$ cat src/sv/sctio_pkg.sv
// Shared types and constants for the sound CPU timer and I/O register block.
// Used by every module in this folder; depends on nothing.
package sctio_pkg;

  localparam int TIMER_COUNT = 3;
  localparam int PORT_COUNT  = 4;
  // Only three timers have enable bits in the control byte.
  localparam int PAGE_TIMERS = 3;
  localparam int CTRL_TIMERS = (TIMER_COUNT < PAGE_TIMERS) ? TIMER_COUNT : PAGE_TIMERS;

  // Page offsets
  localparam int OFF_CONTROL     = 1;
  localparam int OFF_ADDR        = 2;
  localparam int OFF_PORT_BASE   = 4;
  localparam int OFF_PORT_LAST   = 7;
  localparam int OFF_TARGET_BASE = 10;
  localparam int OFF_COUNT_BASE  = 13;

  // Control byte bits
  localparam int CTRL_CLR_LO_BIT = 4;
  localparam int CTRL_CLR_HI_BIT = 5;
  localparam int CTRL_ROM_BIT    = 7;

  localparam logic [7:0] UNMAPPED_BYTE = 8'hff;

  typedef enum logic [1:0] {
    CMD_READ  = 2'd0,
    CMD_WRITE = 2'd1,
    CMD_TICK  = 2'd2,
    CMD_HOST  = 2'd3
  } cmd_t;

  typedef struct packed {
    cmd_t       cmd;
    logic [3:0] reg_offset;
    logic [7:0] write_data;
    logic [1:0] timer_index;
  } in_item_t;

  typedef struct packed {
    logic [7:0] read_data;
    logic       rom_visible;
    logic [2:0] timers_enabled;
  } out_item_t;

  // Read response of one register group.
  typedef struct packed {
    logic       hit;
    logic [7:0] data;
  } rd_resp_t;

endpackage

$ cat src/sv/sctio_timers.sv
// Timer bank: enables, prescale counts, targets and 4-bit output counters.
// Depends on sctio_pkg.
module sctio_timers (
  input  logic                clk,
  input  logic                rst_n,
  input  logic                exec,
  input  sctio_pkg::in_item_t item,
  output sctio_pkg::rd_resp_t rd,
  output logic [2:0]          timers_enabled
);

  logic       on_r     [sctio_pkg::TIMER_COUNT];
  logic       on_nxt   [sctio_pkg::TIMER_COUNT];
  logic [7:0] pres_r   [sctio_pkg::TIMER_COUNT];
  logic [7:0] pres_nxt [sctio_pkg::TIMER_COUNT];
  logic [7:0] tgt_r    [sctio_pkg::TIMER_COUNT];
  logic [7:0] tgt_nxt  [sctio_pkg::TIMER_COUNT];
  logic [3:0] cnt_r    [sctio_pkg::TIMER_COUNT];
  logic [3:0] cnt_nxt  [sctio_pkg::TIMER_COUNT];

  logic ctrl_wr;
  logic bus_wr;
  logic bus_rd;
  logic tick;

  assign bus_wr  = exec && (item.cmd == sctio_pkg::CMD_WRITE);
  assign bus_rd  = exec && (item.cmd == sctio_pkg::CMD_READ);
  assign tick    = exec && (item.cmd == sctio_pkg::CMD_TICK);
  assign ctrl_wr = bus_wr && (int'(item.reg_offset) == sctio_pkg::OFF_CONTROL);

  always_comb begin
    logic [8:0] sum;
    sum = '0;
    rd  = '0;
    timers_enabled = '0;
    for (int t = 0; t < sctio_pkg::TIMER_COUNT; t++) begin
      on_nxt[t]   = on_r[t];
      pres_nxt[t] = pres_r[t];
      tgt_nxt[t]  = tgt_r[t];
      cnt_nxt[t]  = cnt_r[t];
      // control write: a timer switched on restarts both counts
      if (ctrl_wr && (t < sctio_pkg::CTRL_TIMERS)) begin
        if (item.write_data[t] && !on_r[t]) begin
          pres_nxt[t] = '0;
          cnt_nxt[t]  = '0;
        end
        on_nxt[t] = item.write_data[t];
      end
      // tick: advance prescale, fire on reaching target (zero fires always)
      if (tick && (int'(item.timer_index) == t) && on_r[t]) begin
        sum = {1'b0, pres_r[t]} + 9'd1;
        if (sum >= {1'b0, tgt_r[t]}) begin
          pres_nxt[t] = '0;
          cnt_nxt[t]  = cnt_r[t] + 4'd1;
        end else begin
          pres_nxt[t] = sum[7:0];
        end
      end
      if (bus_wr && (t < sctio_pkg::PAGE_TIMERS) &&
          (int'(item.reg_offset) == sctio_pkg::OFF_TARGET_BASE + t)) begin
        tgt_nxt[t] = item.write_data;
      end
      // read returns the counter and clears it
      if (bus_rd && (int'(item.reg_offset) == sctio_pkg::OFF_COUNT_BASE + t)) begin
        rd.hit      = 1'b1;
        rd.data     = {4'b0000, cnt_r[t]};
        cnt_nxt[t]  = '0;
      end
      if (t < sctio_pkg::PAGE_TIMERS) begin
        timers_enabled[t] = on_nxt[t];
      end
    end
  end

  always_ff @(posedge clk) begin
    for (int t = 0; t < sctio_pkg::TIMER_COUNT; t++) begin
      if (!rst_n) begin
        on_r[t]   <= 1'b0;
        pres_r[t] <= '0;
        tgt_r[t]  <= '0;
        cnt_r[t]  <= '0;
      end else begin
        on_r[t]   <= on_nxt[t];
        pres_r[t] <= pres_nxt[t];
        tgt_r[t]  <= tgt_nxt[t];
        cnt_r[t]  <= cnt_nxt[t];
      end
    end
  end

endmodule

$ cat src/sv/sctio_ports.sv
// Host ports, register address latch, control byte and boot ROM flag.
// Depends on sctio_pkg.
module sctio_ports (
  input  logic                clk,
  input  logic                rst_n,
  input  logic                exec,
  input  sctio_pkg::in_item_t item,
  output sctio_pkg::rd_resp_t rd,
  output logic                rom_visible
);

  logic [7:0] from_host_r   [sctio_pkg::PORT_COUNT];
  logic [7:0] from_host_nxt [sctio_pkg::PORT_COUNT];
  logic [7:0] to_host_r     [sctio_pkg::PORT_COUNT];
  logic [7:0] to_host_nxt   [sctio_pkg::PORT_COUNT];
  logic [7:0] addr_r, addr_nxt;
  logic [7:0] ctrl_r, ctrl_nxt;
  logic       rom_r, rom_nxt;

  logic bus_wr;
  logic bus_rd;
  logic host_wr;
  logic ctrl_wr;
  int   off;

  assign off     = int'(item.reg_offset);
  assign bus_wr  = exec && (item.cmd == sctio_pkg::CMD_WRITE);
  assign bus_rd  = exec && (item.cmd == sctio_pkg::CMD_READ);
  assign host_wr = exec && (item.cmd == sctio_pkg::CMD_HOST);
  assign ctrl_wr = bus_wr && (off == sctio_pkg::OFF_CONTROL);

  always_comb begin
    addr_nxt = addr_r;
    ctrl_nxt = ctrl_r;
    rom_nxt  = rom_r;
    rd       = '0;
    if (bus_wr && (off == sctio_pkg::OFF_ADDR)) begin
      addr_nxt = item.write_data;
    end
    if (ctrl_wr) begin
      ctrl_nxt = item.write_data;
      rom_nxt  = item.write_data[sctio_pkg::CTRL_ROM_BIT];
    end
    if (bus_rd && (off == sctio_pkg::OFF_ADDR)) begin
      rd.hit  = 1'b1;
      rd.data = addr_r;
    end
    for (int p = 0; p < sctio_pkg::PORT_COUNT; p++) begin
      from_host_nxt[p] = from_host_r[p];
      to_host_nxt[p]   = to_host_r[p];
      if (host_wr && (off == p)) begin
        from_host_nxt[p] = item.write_data;
      end
      if (bus_wr && (p < 4) && (off == sctio_pkg::OFF_PORT_BASE + p)) begin
        to_host_nxt[p] = item.write_data;
      end
      // control bits 4 and 5 clear port pairs in both directions
      if (ctrl_wr &&
          (((p < 2) && item.write_data[sctio_pkg::CTRL_CLR_LO_BIT]) ||
           ((p >= 2) && (p < 4) && item.write_data[sctio_pkg::CTRL_CLR_HI_BIT]))) begin
        from_host_nxt[p] = '0;
        to_host_nxt[p]   = '0;
      end
      if (bus_rd && (p < 4) && (off == sctio_pkg::OFF_PORT_BASE + p)) begin
        rd.hit  = 1'b1;
        rd.data = from_host_r[p];
      end
    end
  end

  assign rom_visible = rom_nxt;

  always_ff @(posedge clk) begin
    if (!rst_n) begin
      addr_r <= '0;
      ctrl_r <= '0;
      rom_r  <= 1'b1;
      for (int p = 0; p < sctio_pkg::PORT_COUNT; p++) begin
        from_host_r[p] <= '0;
        to_host_r[p]   <= '0;
      end
    end else begin
      addr_r <= addr_nxt;
      ctrl_r <= ctrl_nxt;
      rom_r  <= rom_nxt;
      for (int p = 0; p < sctio_pkg::PORT_COUNT; p++) begin
        from_host_r[p] <= from_host_nxt[p];
        to_host_r[p]   <= to_host_nxt[p];
      end
    end
  end

endmodule

$ cat src/sv/sound_cpu_timer_io_block.sv
// Top level of the sound CPU timer and I/O register block.
// Depends on sctio_pkg, sctio_timers and sctio_ports.

// Each request (bus read, bus write, timer tick or host port write) is
// captured in an input register, executed against the timer bank and the
// port registers once the output register is free or being drained, and
// its single response lands in an output register. One request enters per
// cycle while the output is not stalled; the response stays on out_valid
// until out_ready takes it. Both state updates and response selection
// happen in one short pass between the input and output registers, so
// back-to-back requests see each other's effects in order. The output
// register lets a new request enter while a finished response still waits
// for out_ready. Reads of unmapped offsets return 0xff, non-read requests
// return 0; rom_visible and timers_enabled reflect the state after the
// request. After reset the boot ROM is shown and all timers are off; there
// is no clearing pass.
module sound_cpu_timer_io_block (
  input  logic                 clk,
  input  logic                 rst_n,
  input  logic                 in_valid,
  output logic                 in_ready,
  input  sctio_pkg::in_item_t  in_data,
  output logic                 out_valid,
  input  logic                 out_ready,
  output sctio_pkg::out_item_t out_data
);

  sctio_pkg::in_item_t  item_r;
  logic                 item_valid_r;
  sctio_pkg::out_item_t res_r, res_nxt;
  logic                 res_valid_r;

  logic                 adv;
  logic                 exec;
  sctio_pkg::rd_resp_t  tmr_rd;
  sctio_pkg::rd_resp_t  prt_rd;
  logic [2:0]           tmr_en;
  logic                 rom_vis;

  // Advance the pipe whenever the output register is free or being drained.
  assign adv      = !res_valid_r || out_ready;
  assign exec     = item_valid_r && adv;
  assign in_ready = !item_valid_r || adv;

  sctio_timers u_timers (
    .clk            (clk),
    .rst_n          (rst_n),
    .exec           (exec),
    .item           (item_r),
    .rd             (tmr_rd),
    .timers_enabled (tmr_en)
  );

  sctio_ports u_ports (
    .clk         (clk),
    .rst_n       (rst_n),
    .exec        (exec),
    .item        (item_r),
    .rd          (prt_rd),
    .rom_visible (rom_vis)
  );

  // Build the response: reads pick whichever group claims the offset (0xff
  // if none claims it), every other request reads back zero.
  always_comb begin
    res_nxt.rom_visible    = rom_vis;
    res_nxt.timers_enabled = tmr_en;
    if (item_r.cmd != sctio_pkg::CMD_READ) begin
      res_nxt.read_data = '0;
    end else if (prt_rd.hit) begin
      res_nxt.read_data = prt_rd.data;
    end else if (tmr_rd.hit) begin
      res_nxt.read_data = tmr_rd.data;
    end else begin
      res_nxt.read_data = sctio_pkg::UNMAPPED_BYTE;
    end
  end

  // Input register: hold the request until it executes.
  always_ff @(posedge clk) begin
    if (!rst_n) begin
      item_valid_r <= 1'b0;
    end else if (in_ready) begin
      item_valid_r <= in_valid;
    end
    if (in_valid && in_ready) begin
      item_r <= in_data;
    end
  end

  // Output register: hold the response until it is taken.
  always_ff @(posedge clk) begin
    if (!rst_n) begin
      res_valid_r <= 1'b0;
    end else if (adv) begin
      res_valid_r <= item_valid_r;
    end
    if (exec) begin
      res_r <= res_nxt;
    end
  end

  assign out_valid = res_valid_r;
  assign out_data  = res_r;

  // A request that is not a read always answers zero.
  a_nonread_zero: assert property (@(posedge clk) disable iff (!rst_n)
    exec && (item_r.cmd != sctio_pkg::CMD_READ) |=> (out_data.read_data == 8'h00))
    else $error("non-read request produced nonzero read data");

  // An executed request always leaves a response in the output register.
  a_exec_fills: assert property (@(posedge clk) disable iff (!rst_n)
    exec |=> out_valid)
    else $error("executed request left no response");

  // Never accept a request while the input register is full and stalled.
  a_no_overrun: assert property (@(posedge clk) disable iff (!rst_n)
    item_valid_r && !adv |-> !in_ready)
    else $error("input register overrun");

endmodule
$ cat config.mk
export PLATFORM = sky130hd
export DESIGN_NAME = sound_cpu_timer_io_block
export DESIGN_NICKNAME = d
export VERILOG_FILES = /design/src/sv/sctio_pkg.sv /design/src/sv/sctio_timers.sv /design/src/sv/sctio_ports.sv /design/src/sv/sound_cpu_timer_io_block.sv
export SDC_FILE = /design/constraint.sdc
export NUM_CORES = 1
export LEC_CHECK = 0
export BUFFER_PORTS_ARGS = -buffer_cell sky130_fd_sc_hd__buf_2
export CAP_MARGIN = 15
export CORE_MARGIN = 2
export CORE_UTILIZATION = 50
export CTS_BUF_LIST = sky130_fd_sc_hd__clkbuf_4 sky130_fd_sc_hd__clkbuf_8 sky130_fd_sc_hd__clkbuf_16
export DETAILED_ROUTE_END_ITERATION = 7
export PLACE_DENSITY = 0.73
export SETUP_SLACK_MARGIN = 0.5
export SLEW_MARGIN = 40
export SYNTH_ARGS = -nofsm -noshare
export SYNTH_HDL_FRONTEND = slang
export SYNTH_SLANG_ARGS = --single-unit
$ cat constraint.sdc
create_clock -name clk -period 2.85 [get_ports clk]
set_clock_uncertainty 0.05 [all_clocks]
set_input_delay 0.855 -clock clk [delete_from_list [all_inputs] [get_ports clk]]
set_output_delay 0.855 -clock clk [all_outputs]
set_load 0.05 [all_outputs]
==> results of run 1 <==
==> flip-flops by register name, indices dropped and copies added, names as in the netlist <==
name,cells
out_data,12
item_r,16
u_ports.rom_r,1
u_ports.from_host_r,32
u_timers.pres_r,24
item_valid_r,1
u_ports.addr_r,8
u_timers.on_r,3
u_timers.cnt_r,12
out_valid,1
u_timers.tgt_r,24
==> cell usage in the layout, fill, tap and decap left out, drive strengths merged, types with 7 or more instances in the layout <==
cell,count
a21oi,52
o21ai,21
a31oi,8
dfxtp,106
mux2i,74
xnor2,7
edfxtp,28
nor2b,13
a21o,7
or2,8
buf,74
and2,12
ha,30
and3,11
nand2,56
clkbuf,17
clkinv,10
inv,25
nor2,86
mux2,8
nand2b,14
nand3,27
==> synth_stat cells, types with 3 or more instances <==
| cell | number |
|---|---|
| nand2b_1 | 14 |
| mux2_2 | 5 |
| nor2b_1 | 12 |
| inv_1 | 25 |
| and2_1 | 12 |
| nand2_1 | 54 |
| a22oi_1 | 4 |
| a221oi_1 | 4 |
| buf_2 | 7 |
| a21o_1 | 7 |
| nand3_1 | 24 |
| edfxtp_1 | 28 |
| nor3_1 | 4 |
| clkinv_1 | 3 |
| a32oi_1 | 5 |
| nand3_2 | 3 |
| a21oi_1 | 52 |
| ha_1 | 30 |
| mux2_1 | 3 |
| or2_2 | 8 |
| o211ai_1 | 5 |
| o31ai_1 | 4 |
| a211oi_1 | 3 |
| o21ai_1 | 3 |
| a22o_1 | 5 |
| clkbuf_1 | 21 |
| o21ai_0 | 18 |
| nor3b_1 | 3 |
| mux2i_1 | 74 |
| nand3b_1 | 4 |
| nor2_1 | 86 |
| xnor2_1 | 7 |
| xor2_1 | 4 |
| o21a_1 | 5 |
| nand4_1 | 5 |
| dfxtp_1 | 106 |
| a31oi_1 | 8 |
| and3_1 | 11 |
==> power breakdown <==
| part | switching, W | internal [W] |
|---|---|---|
| combinational | 0.000157 | 0.0000660 |
| sequential | 0.0000418 | 0.00196 |
| clock | 0.000818 | 0.00136 |
| total | 0.00102 | 0.00339 |
==> cell families (layout without fill, tap and decap cells) <==
| kind of cell | count (synthesis) | after routing | synth area share [%] |
|---|---|---|---|
| simple gates | 256 | 256 | 19.27 |
| compound gates | 143 | 143 | 13.93 |
| flops | 134 | 134 | 43.70 |
| mux | 82 | 82 | 12.25 |
| buf+inv | 62 | 134 | 3.894 |
| fa+ha+maj | 30 | 30 | 5.536 |
| xor+xnor | 11 | 11 | 1.421 |
==> area by class of cell <==
cell class | instances | area (µm²) | share of cell area [%]
clock inverter | 15 | 162.7 | 1.922
timing repair buffer | 74 | 499.2 | 5.898
clock buffer | 17 | 425.4 | 5.026
tap | 176 | 220.2 | 2.602
multi-input combinational | 522 | 4053 | 47.88
inverter | 28 | 108.9 | 1.286
sequential | 134 | 2995 | 35.39
==> metrics by stage <==
stage | utilization (%) | power (W) | hold WS, ns | worst slack, ns | cells
floorplan | - | 0.002180 | 0.3832 | 0.4035 | 718
global placement | 55.28 | 0.002252 | 0.4002 | 0.2051 | 907
detailed placement | 55.28 | 0.002257 | 0.3978 | -0.006021 | 907
global route | 63.92 | 0.004535 | 0.4436 | 0.2018 | 966
CTS | 62.45 | 0.004425 | 0.4267 | 0.2571 | 962
finish | 63.92 | 0.004401 | 0.4290 | 0.2956 | 966
==> how the worst min path moves through the flow <==
| stage | from | cells past startpoint | endpoint |
|---|---|---|---|
| after floorplan | u_ports.from_host_r[3][0] | 2 | u_ports.from_host_r[3][0] |
| after global placement | u_ports.from_host_r[3][0] | 2 | u_ports.from_host_r[3][0] |
| after detailed placement | u_ports.from_host_r[3][1] | 2 | u_ports.from_host_r[3][1] |
| after CTS | u_ports.from_host_r[3][4] | 2 | u_ports.from_host_r[3][4] |
| after global routing | u_ports.from_host_r[3][4] | 2 | u_ports.from_host_r[3][4] |
| final | u_ports.from_host_r[3][4] | 2 | u_ports.from_host_r[3][4] |
==> worst max-delay path, cell delays in order, from the launching register on <==
cell	delay, ns
dfxtp_2	0.36
ha_4	0.15
nand3_4	0.11
nor2_4	0.11
nor2b_2	0.05
or2_4	0.24
ha_4	0.22
a21o_1	0.16
a221o_1	0.41
buf_6	0.15
a21oi_4	0.18
a211oi_2	0.11
mux2i_1	0.14
==> per-layer routing <==
layer  up-vias  wire length (µm)  global-route usage, %
li1       2693                 -                      -
met1      2774              7223                  28.93
met2       151              9034                  42.62
met3        31               739                  5.755
met4         0               412                  10.10
met5         -                 0                      0
==> timing repair <==
item	in CTS	in global routing
pin swaps	38	30
cloned	0	0
endpoints found under the setup margin	39	56
gates resized for setup	49	33
setup buffers	23	4
==> results.ini, run 1 <==
[detailed_routing]
dr_total_vias=5649
wirelength_mm=17.41
firstDrtPassIters=5
post-route-drc-count=0
postRouteAntennaNets=0
wire_per_inst_um=18.02
drt-initial-drc-count=337
via_per_inst=5.848

[cells_and_area]
final_net_count=827
final_layout_size_suffix_gt1_share_pct=26.84
diodes=0
filler_cell_count=1041
final_cell_area_mm2=0.008464
area_growth_pct=24.84

[floorplan]
start_util_pct=51.20
die_w_um=120.5
core_mm2=0.01324
fp.dieH_um=120.5
rows=42
dieArea_mm2=0.01451
io_pins=34

[timing]
drv_slew=0
fin_crit_sh_pct=89.63
period_minus_slack_ns=2.554
fin_setup_tns_ns=0
rsz0062_at_grt=true
max_freq_mhz=391.5
tightest_slew_ns=0.8695
timing.max_slew.rel_slack_pct=41.55
setup_viol=0
hold_viol=0

[grt]
grt_max_degree=52
grt-ovfl-total=0
grt_pass1_vias=5692
track_usage_pct=24.48
antenna_found_initial=0
grt_pass1_wl_mm=27.77

[yosys]
netlist.area_leader.share_pct=31.30
synthesis.nets=768
ys_seq_area_share_pct=43.70
synth_flop_cell=dfxtp_1
synth-async-reset-ratio_pct=0
ys_ff_latch=134
synth_area_mm2=0.006780
synth_cell_types=67
synth_edf_count=28
avgSynthCellArea_um2=9.443
synth_warnings=0
synth_cells=718
yosysTopAreaCell=dfxtp_1
synth_area_leaders=dfxtp_1 31%, edfxtp_1 12%, mux2i_1 11%, ha_1 5.5%, nor2_1 4.8%

[worst_setup_path]
crit_end=u_timers.cnt_r[1][2]
rr_endpoint=u_timers.cnt_r[1][2]
crit_path_end_kind=flop
reg2reg_from=u_timers.pres_r[1][1]
worst_r2r_path_depth=12
critPathArrivalTime_ns=2.81
r2r_slack_ns=0.30
crit_start=u_timers.pres_r[1][1]
worstPathRequired_ns=3.10
startpoint_type=flop
path_class=flop to flop
cp_max_fo=5

[cts]
cts_sinks=134
clock_latency_ns=0.42
htreeDepth=4
cts_tree=done
cts_root_buffer=clkbuf_16
cts_made_buffers=17
clk_pin_slew_ns=0.06
cts_buffer_depth=2
hold_buffers=0

[hold_path]
hold_path.class=flop to flop

[placed_design]
dp_hpwl_mm=11.25
port-buffer-count=33
place_area_mm2=0.007321
gp_congestion=0.8931

[power_and_ir_drop]
p_leak_nw=3.432
power_density_mw_per_mm2=520.0
peakVddDrop_uv=427.4

[flow_run]
drv_cap=0

[outcome]
outcome=finished clean

(Power assumes the default switching activity.)
==> inputs of run 2 (changes only) <==
--- a/config.mk
+++ b/config.mk
@@ -11,7 +11,7 @@
 export CORE_UTILIZATION = 50
 export CTS_BUF_LIST = sky130_fd_sc_hd__clkbuf_4 sky130_fd_sc_hd__clkbuf_8 sky130_fd_sc_hd__clkbuf_16
 export DETAILED_ROUTE_END_ITERATION = 7
-export PLACE_DENSITY = 0.73
+export PLACE_DENSITY = 0.7
 export SETUP_SLACK_MARGIN = 0.5
 export SLEW_MARGIN = 40
 export SYNTH_ARGS = -nofsm -noshare
==> constraint.sdc (replaced) <==
create_clock -name clk -period 2.55 [get_ports clk]
set_clock_uncertainty 0.05 [all_clocks]
set_input_delay 0.765 -clock clk [delete_from_list [all_inputs] [get_ports clk]]
set_output_delay 0.765 -clock clk [all_outputs]
set_load 0.05 [all_outputs]
==> results.ini, run 2 (same netlist as run 1, synthesis figures left out) <==
[grt]
antenna_found_initial=0  ; unchanged
grt-ovfl-total=0  ; unchanged
grt-busiest-layer=met2  ; unchanged
track_usage_pct=25.89  ; was 24.48%
use_met3_pct=5.142  ; was 5.755%
grtUsageMet2_pct=45.02  ; was 42.62%
grt_max_degree=52  ; unchanged
grt_pass1_vias=5697  ; was 5692
grt_pass1_wl_mm=28.91  ; was 27.77 mm
grtUsageMet1_pct=31.53  ; was 28.93%

[cts]
cts_tree=done  ; unchanged
cts_buffer_depth=2  ; unchanged
clock_latency_ns=0.43  ; was 0.42 ns
cts_sinks=134  ; unchanged
cts_root_buffer=clkbuf_16  ; unchanged
hold_buffers=0  ; unchanged
cts_made_buffers=17  ; unchanged
clk_pin_slew_ns=0.06  ; about the same
htreeDepth=4  ; unchanged

[cells_and_area]
area_growth_pct=31.94  ; was 24.84%
finish.utilization_pct=67.55  ; was 63.92%
final_layout_size_suffix_gt1_share_pct=31.19  ; was 26.84%
final_cell_mix=88 x dfxtp_1, 79 x nor2_1, 74 x mux2i_1, 59 x buf_4, 50 x nand2_1  ; was 90 x dfxtp_1, 80 x nor2_1, 74 x mux2i_1, 52 x nand2_1, 44 x a21oi_1
filler_cell_count=1024  ; was 1041
diodes=0  ; unchanged
final_net_count=861  ; was 827
regMostFlops=u_ports.from_host_r  ; unchanged
reg.largest.list=u_ports.from_host_r (32), u_timers.pres_r (24), u_timers.tgt_r (24)  ; unchanged
final_common_cell=dfxtp_1  ; unchanged
largest_register_ffs=32  ; unchanged
final_cell_area_mm2=0.008946  ; was 0.008464 mm²

[detailed_routing]
wirelength_mm=18.08  ; was 17.41 mm
dr_total_vias=5730  ; was 5649
drt-initial-drc-count=377  ; was 337
wire_per_inst_um=18.08  ; was 18.02 µm
post-route-drc-count=0  ; unchanged
postRouteAntennaNets=0  ; unchanged
via_per_inst=5.730  ; was 5.848
firstDrtPassIters=5  ; unchanged

[hold_path]
hold_path.class=flop to flop  ; unchanged

[power_and_ir_drop]
peakVddDrop_uv=589.4  ; was 427.4 µV
switchingPower_w=0.001167  ; was 0.001016 W
power_density_mw_per_mm2=572.4  ; was 520.0 mW/mm²
p_leak_nw=3.659  ; was 3.432 nW
power_frac_clock_pct=50.7  ; was 49.5%
p_int_w=0.003954  ; was 0.003385 W
switching_share_pct=22.79  ; was 23.09%
combPwrFrac_pct=5.8  ; was 5.1%
pwr-share-seq_pct=43.5  ; was 45.5%
total_power_w=0.005121  ; was 0.004401 W

[timing]
drv_slew=0  ; unchanged
period_minus_slack_ns=2.501  ; was 2.554 ns
rsz0062_at_grt=true  ; unchanged
tightest_slew_ns=0.8022  ; was 0.8695 ns
setup_viol=0  ; unchanged
hold_ws_ns=0.4164  ; was 0.4290 ns
fin_setup_tns_ns=0  ; unchanged
hold_viol=0  ; unchanged
timing.max_slew.rel_slack_pct=45.82  ; was 41.55%
max_freq_mhz=399.9  ; was 391.5 MHz
fin_crit_sh_pct=98.07  ; was 89.63%

[outcome]
outcome=finished clean  ; unchanged

[worst_setup_path]
cp_cell_sequence=and3_4, nand3_4, and2_4, or2_4, ha_4, and3_4, a221o_1, a31oi_2, buf_6, and2_4, a41o_1  ; was ha_4, nand3_4, nor2_4, nor2b_2, or2_4, ha_4, a21o_1, a221o_1, buf_6, a21oi_4, a211oi_2, mux2i_1
cp_max_fo=6  ; was 5
startpoint_type=flop  ; unchanged
crit_path_end_kind=flop  ; unchanged
critPathArrivalTime_ns=2.82  ; was 2.81 ns
slowest_delay_ns=0.33  ; was 0.41 ns
worstPathRequired_ns=2.87  ; was 3.10 ns
cp_slowest_cell=dfxtp_2  ; was a221o_1
path_class=flop to flop  ; unchanged

[floorplan]
fp.dieH_um=120.5  ; unchanged
start_util_pct=51.20  ; unchanged
dieArea_mm2=0.01451  ; unchanged
core_mm2=0.01324  ; unchanged
die_w_um=120.5  ; unchanged
io_pins=34  ; unchanged
rows=42  ; unchanged

[placed_design]
dp_hpwl_mm=12.06  ; was 11.25 mm
place_area_mm2=0.007602  ; was 0.007321 mm²
port-buffer-count=33  ; unchanged
gp_congestion=0.9059  ; was 0.8931

[flow_run]
drv_cap=0  ; unchanged

run 2: changes by cell type in the layout (fill, tap and decap cells not counted), sizes merged:
cell / before / now
inv: 25 / 26
clkbuf: 17 / 19
nand2: 56 / 58
buf: 74 / 106
bufinv: 3 / 4
clkinv: 10 / 6
run 2: final cells by class:
| class | count | area [µm²] | share of cell area [%] |
|---|---|---|---|
| sequential | 134 | 2998 | 33.51 |
| tap | 176 | 220.2 | 2.462 |
| inverter | 28 | 112.6 | 1.259 |
| clock buffer | 19 | 446.7 | 4.993 |
| timing repair buffer | 106 | 854.6 | 9.552 |
| clock inverter | 13 | 180.2 | 2.014 |
| multi-input combinational | 524 | 4134 | 46.21 |
run 2: worst max-delay path, delay by kind of cell (launching register included):
family	cells	cell delay, ns
AO/OA/AOI/OAI	3	0.68
adder cells (fa/ha/maj)	1	0.21
buffers and inverters	1	0.17
flip-flops	1	0.33
AND/OR/NAND/NOR	6	1.01
run 2: timing repair:
action,CTS,global route
buffers inserted,25,10
cloned,4,0
pin swaps,34,12
gates resized for setup,48,43
endpoints found under the setup margin,87,101
run 2: path summary, 6_finish.rpt:
| path | cells after the start | startpoint | slack (ns) | endpoint |
|---|---|---|---|---|
| worst min-delay path | 2 | u_ports.from_host_r[3][4] | 0.42 | u_ports.from_host_r[3][4] |
| worst max-delay path | 11 | u_timers.pres_r[2][4] | 0.05 | u_timers.pres_r[2][7] |
| worst min register to register | 2 | u_ports.from_host_r[3][4] | 0.42 | u_ports.from_host_r[3][4] |
| worst max register to register | 11 | u_timers.pres_r[2][4] | 0.05 | u_timers.pres_r[2][7] |
run 2: power groups by stage:
| stage | Sequential (W) | Combinational, W | Clock (W) |
|---|---|---|---|
| 4_1_cts | 0.00223 | 0.000280 | 0.00264 |
| 2_1_floorplan | 0.00228 | 0.000157 | 0 |
| 3_5_place_dp | 0.00228 | 0.000263 | 0 |
| 5_1_grt | 0.00223 | 0.000317 | 0.00273 |
| 6_report | 0.00223 | 0.000297 | 0.00259 |
| 3_3_place_gp | 0.00228 | 0.000260 | 0 |
run 2: per-layer routing:
metal / vias up / wire [µm]
met5: - / 0
met4: 0 / 379
met3: 33 / 802
met2: 149 / 9211
met1: 2787 / 7689
li1: 2761 / -
run 2: stage by stage:
| stage | cells | setup WS [ns] |
|---|---|---|
| after floorplan | 718 | 0.1440 |
| after global placement | 929 | 0.01546 |
| after detailed placement | 929 | -0.03839 |
| after CTS | 990 | 0.06190 |
| after global routing | 1000 | -0.08137 |
| final | 1000 | 0.04915 |
==> inputs of run 3 (changes only) <==
--- a/config.mk
+++ b/config.mk
@@ -5,6 +5,7 @@
 export SDC_FILE = /design/constraint.sdc
 export NUM_CORES = 1
 export LEC_CHECK = 0
+export ABC_AREA = 1
 export BUFFER_PORTS_ARGS = -buffer_cell sky130_fd_sc_hd__buf_2
 export CAP_MARGIN = 15
 export CORE_MARGIN = 2
@@ -12,7 +13,7 @@
 export CTS_BUF_LIST = sky130_fd_sc_hd__clkbuf_4 sky130_fd_sc_hd__clkbuf_8 sky130_fd_sc_hd__clkbuf_16
 export DETAILED_ROUTE_END_ITERATION = 7
 export PLACE_DENSITY = 0.7
-export SETUP_SLACK_MARGIN = 0.5
+export SETUP_SLACK_MARGIN = 0.2
 export SLEW_MARGIN = 40
 export SYNTH_ARGS = -nofsm -noshare
 export SYNTH_HDL_FRONTEND = slang
==> results.ini, run 3 <==
[yosys]
synth_area_leaders=dfxtp_1 30%, nand2_1 12%, edfxtp_1 12%, nor2_1 7.2%, inv_1 6.8%  ; was dfxtp_1 31%, edfxtp_1 12%, mux2i_1 11%, ha_1 5.5%, nor2_1 4.8%
synth_area_mm2=0.006958  ; was 0.006780 mm²
synthesis.nets=999  ; was 768
yosysTopAreaCell=dfxtp_1  ; unchanged
yosys-top-cells-count=225 x nand2_1, 133 x nor2_1, 126 x inv_1  ; was 106 x dfxtp_1, 86 x nor2_1, 74 x mux2i_1
synth_edf_count=28  ; unchanged
synth_flop_cell=dfxtp_1  ; unchanged
ys_seq_area_share_pct=42.58  ; was 43.70%
avgSynthCellArea_um2=7.332  ; was 9.443 µm²
yosysMostFrequentCell=nand2_1  ; was dfxtp_1
synth-async-reset-ratio_pct=0  ; unchanged
synth_cell_types=37  ; was 67
netlist.area_leader.share_pct=30.50  ; was 31.30%
synth_cells=949  ; was 718
synth_warnings=0  ; unchanged
ys_ff_latch=134  ; unchanged

[power_and_ir_drop]
power_density_mw_per_mm2=591.2  ; was 572.4 mW/mm²
p_leak_nw=3.645  ; was 3.659 nW
peakVddDrop_uv=464.8  ; was 589.4 µV
total_power_w=0.005042  ; was 0.005121 W

[cells_and_area]
reg.largest.list=u_ports.from_host_r (32), u_timers.pres_r (24), u_timers.tgt_r (24)  ; unchanged
regArea_mm2=0.002985  ; was 0.002998 mm²
final_cell_mix=217 x nand2_1, 123 x inv_1, 121 x nor2_1, 96 x dfxtp_1, 69 x a21oi_1  ; was 88 x dfxtp_1, 79 x nor2_1, 74 x mux2i_1, 59 x buf_4, 50 x nand2_1
finish.utilization_pct=62.17  ; was 67.55%
regMostFlops=u_ports.from_host_r  ; unchanged
diodes=0  ; unchanged
area_growth_pct=22.59  ; was 31.94%
final_cell_area_mm2=0.008529  ; was 0.008946 mm²
final_cells=1211  ; was 1000
multi_input_area_mm2=0.003761  ; was 0.004134 mm²
final_common_cell=nand2_1  ; was dfxtp_1
filler_cell_count=1227  ; was 1024
final_net_count=1068  ; was 861
final_layout_size_suffix_gt1_share_pct=18.62  ; was 31.19%
largest_register_ffs=32  ; unchanged

[worst_setup_path]
worstPathRequired_ns=2.83  ; was 2.87 ns
critPathArrivalTime_ns=2.54  ; was 2.82 ns
path_class=flop to flop  ; unchanged
crit_buf_inv=2  ; was 1
cp_max_fo=5  ; was 6
slowest_delay_ns=0.37  ; was 0.33 ns
cp_slowest_cell=dfxtp_4  ; was dfxtp_2
cp_cell_sequence=ha_4, nand2_4, nor2_4, buf_4, xnor2_2, inv_1, ha_4, a21o_1, nor2_2, nor2_2, nor2_4, nand3_4, nand2_4, and2_4, nor2_2  ; was and3_4, nand3_4, and2_4, or2_4, ha_4, and3_4, a221o_1, a31oi_2, buf_6, and2_4, a41o_1
crit_top_cell=nor2_2
crit_family=simple AND/OR/NAND/NOR gates  ; unchanged
startpoint_type=flop  ; unchanged
crit_path_end_kind=flop  ; unchanged

[grt]
grt_pass1_wl_mm=28.19  ; was 28.91 mm
grt_pass1_vias=5747  ; was 5697
antenna_found_initial=0  ; unchanged
grt_max_degree=36  ; was 52
grt-ovfl-total=0  ; unchanged
track_usage_pct=24.76  ; was 25.89%

[floorplan]
fp.dieH_um=122.0  ; was 120.5 µm
die_w_um=122.0  ; was 120.5 µm
io_pins=34  ; unchanged
rows=43  ; was 42
start_util_pct=50.72  ; was 51.20%
dieArea_mm2=0.01488  ; was 0.01451 mm²
core_mm2=0.01372  ; was 0.01324 mm²

[hold_path]
hold_path.class=flop to flop  ; unchanged

[cts]
htreeDepth=4  ; unchanged
cts_made_buffers=17  ; unchanged
hold_buffers=0  ; unchanged
clk_pin_slew_ns=0.06  ; about the same
cts_buffer_depth=2  ; unchanged
cts_tree=done  ; unchanged
cts_sinks=134  ; unchanged
cts_root_buffer=clkbuf_16  ; unchanged
clock_latency_ns=0.42  ; was 0.43 ns

[placed_design]
gp_congestion=0.8831  ; was 0.9059
port-buffer-count=33  ; unchanged
dp_cells=1171  ; was 929
dp_hpwl_mm=12.44  ; was 12.06 mm
place_area_mm2=0.007468  ; was 0.007602 mm²

[outcome]
outcome=finished clean  ; unchanged

[timing]
hold_viol=0  ; unchanged
setup_viol=0  ; unchanged
max_freq_mhz=442.7  ; was 399.9 MHz
timing.max_slew.rel_slack_pct=61.09  ; was 45.82%
drv_slew=0  ; unchanged
fin_crit_sh_pct=88.58  ; was 98.07%
rsz0062_at_grt=true  ; unchanged
period_minus_slack_ns=2.259  ; was 2.501 ns
fin_setup_tns_ns=0  ; unchanged
tightest_slew_ns=0.5837  ; was 0.8022 ns

[detailed_routing]
drt-initial-drc-count=401  ; was 377
post-route-drc-count=0  ; unchanged
wirelength_mm=18.05  ; was 18.08 mm
firstDrtPassIters=5  ; unchanged
via_per_inst=5.243  ; was 5.730
wire_per_inst_um=14.91  ; was 18.08 µm
postRouteAntennaNets=0  ; unchanged
dr_total_vias=6349  ; was 5730

[flow_run]
drv_cap=0  ; unchanged

[run 3: cell count changes after synthesis, moves of 23 or more]
| cell | delta |
|---|---|
| nand2_1 | +171 |
| inv_1 | +101 |
| mux2i_1 | -74 |
| nor2_1 | +47 |
| nand4_1 | +28 |
| o21ai_0 | +23 |
[run 3: per-layer routing]
layer  global-route usage, %  vias to the layer above  share of wire [%]
li1                        -                     3228                  -
met1                   31.29                     2939                 43
met2                   41.62                      147                 49
met3                   4.401                       35                4.7
met4                   10.56                        0                2.7
met5                       0                        -                  0
[run 3: final timing paths]
| path | from | endpoint | slack (ns) | cells past startpoint |
|---|---|---|---|---|
| max | u_timers.pres_r[1][0] | u_timers.cnt_r[1][1] | 0.29 | 15 |
| min | u_timers.tgt_r[1][0] | u_timers.tgt_r[1][0] | 0.40 | 2 |
| max reg2reg | u_timers.pres_r[1][0] | u_timers.cnt_r[1][1] | 0.29 | 15 |
| min reg2reg | u_timers.tgt_r[1][0] | u_timers.tgt_r[1][0] | 0.40 | 2 |
[run 3: per-stage QoR]
step / hold slack (ns) / setup WS (ns)
after floorplan: 0.3780 / 0.2171
after global placement: 0.3897 / 0.09866
after detailed placement: 0.3953 / 0.05907
after CTS: 0.4040 / 0.1984
after global routing: 0.4236 / 0.1152
final: 0.4009 / 0.2911
[run 3: layout make-up]
| class | instances | share of cell area [%] |
|---|---|---|
| Timing Repair Buffer | 68 | 5.061 |
| Tap cell | 180 | 2.640 |
| Multi-Input combinational cell | 666 | 44.10 |
| Clock buffer | 24 | 6.029 |
| Inverter | 131 | 5.794 |
| Sequential cell | 134 | 35.00 |
| Clock inverter | 8 | 1.379 |
[run 3: tightest hold or removal path, cell delays in order, from the launching register on]
cell,delay [ns]
dfxtp_1,0.31
inv_1,0.05
a21oi_1,0.05
[run 3: repair_timing]
item                       CTS  global route
pin swaps                    8            18
gates resized for setup     20            61
hold endpoints to repair     0             0
buffers inserted             3             5
setup endpoints to repair   26            36
[run 3: where the power goes]
group / switching [W] / total [W] / internal, W / leakage (nW)
combinational: 0.000149 / 0.000202 / 0.0000530 / 2.20
sequential: 0.0000399 / 0.00223 / 0.00219 / 1.13
clock: 0.000907 / 0.00261 / 0.00170 / 0.315
total: 0.00110 / 0.00504 / 0.00395 / 3.64
[run 3: kinds of logic (layout without fill, tap and decap cells)]
| family | after synthesis | in the layout | share of synthesized area (%) |
|---|---|---|---|
| adder cells (fa/ha/maj) | 30 | 30 | 5.395 |
| XOR/XNOR | 14 | 14 | 1.762 |
| buffers and inverters | 149 | 231 | 8.326 |
| flip-flops | 134 | 134 | 42.58 |
| AND/OR/NAND/NOR | 476 | 476 | 29.89 |
| AO/OA/AOI/OAI | 146 | 146 | 12.05 |
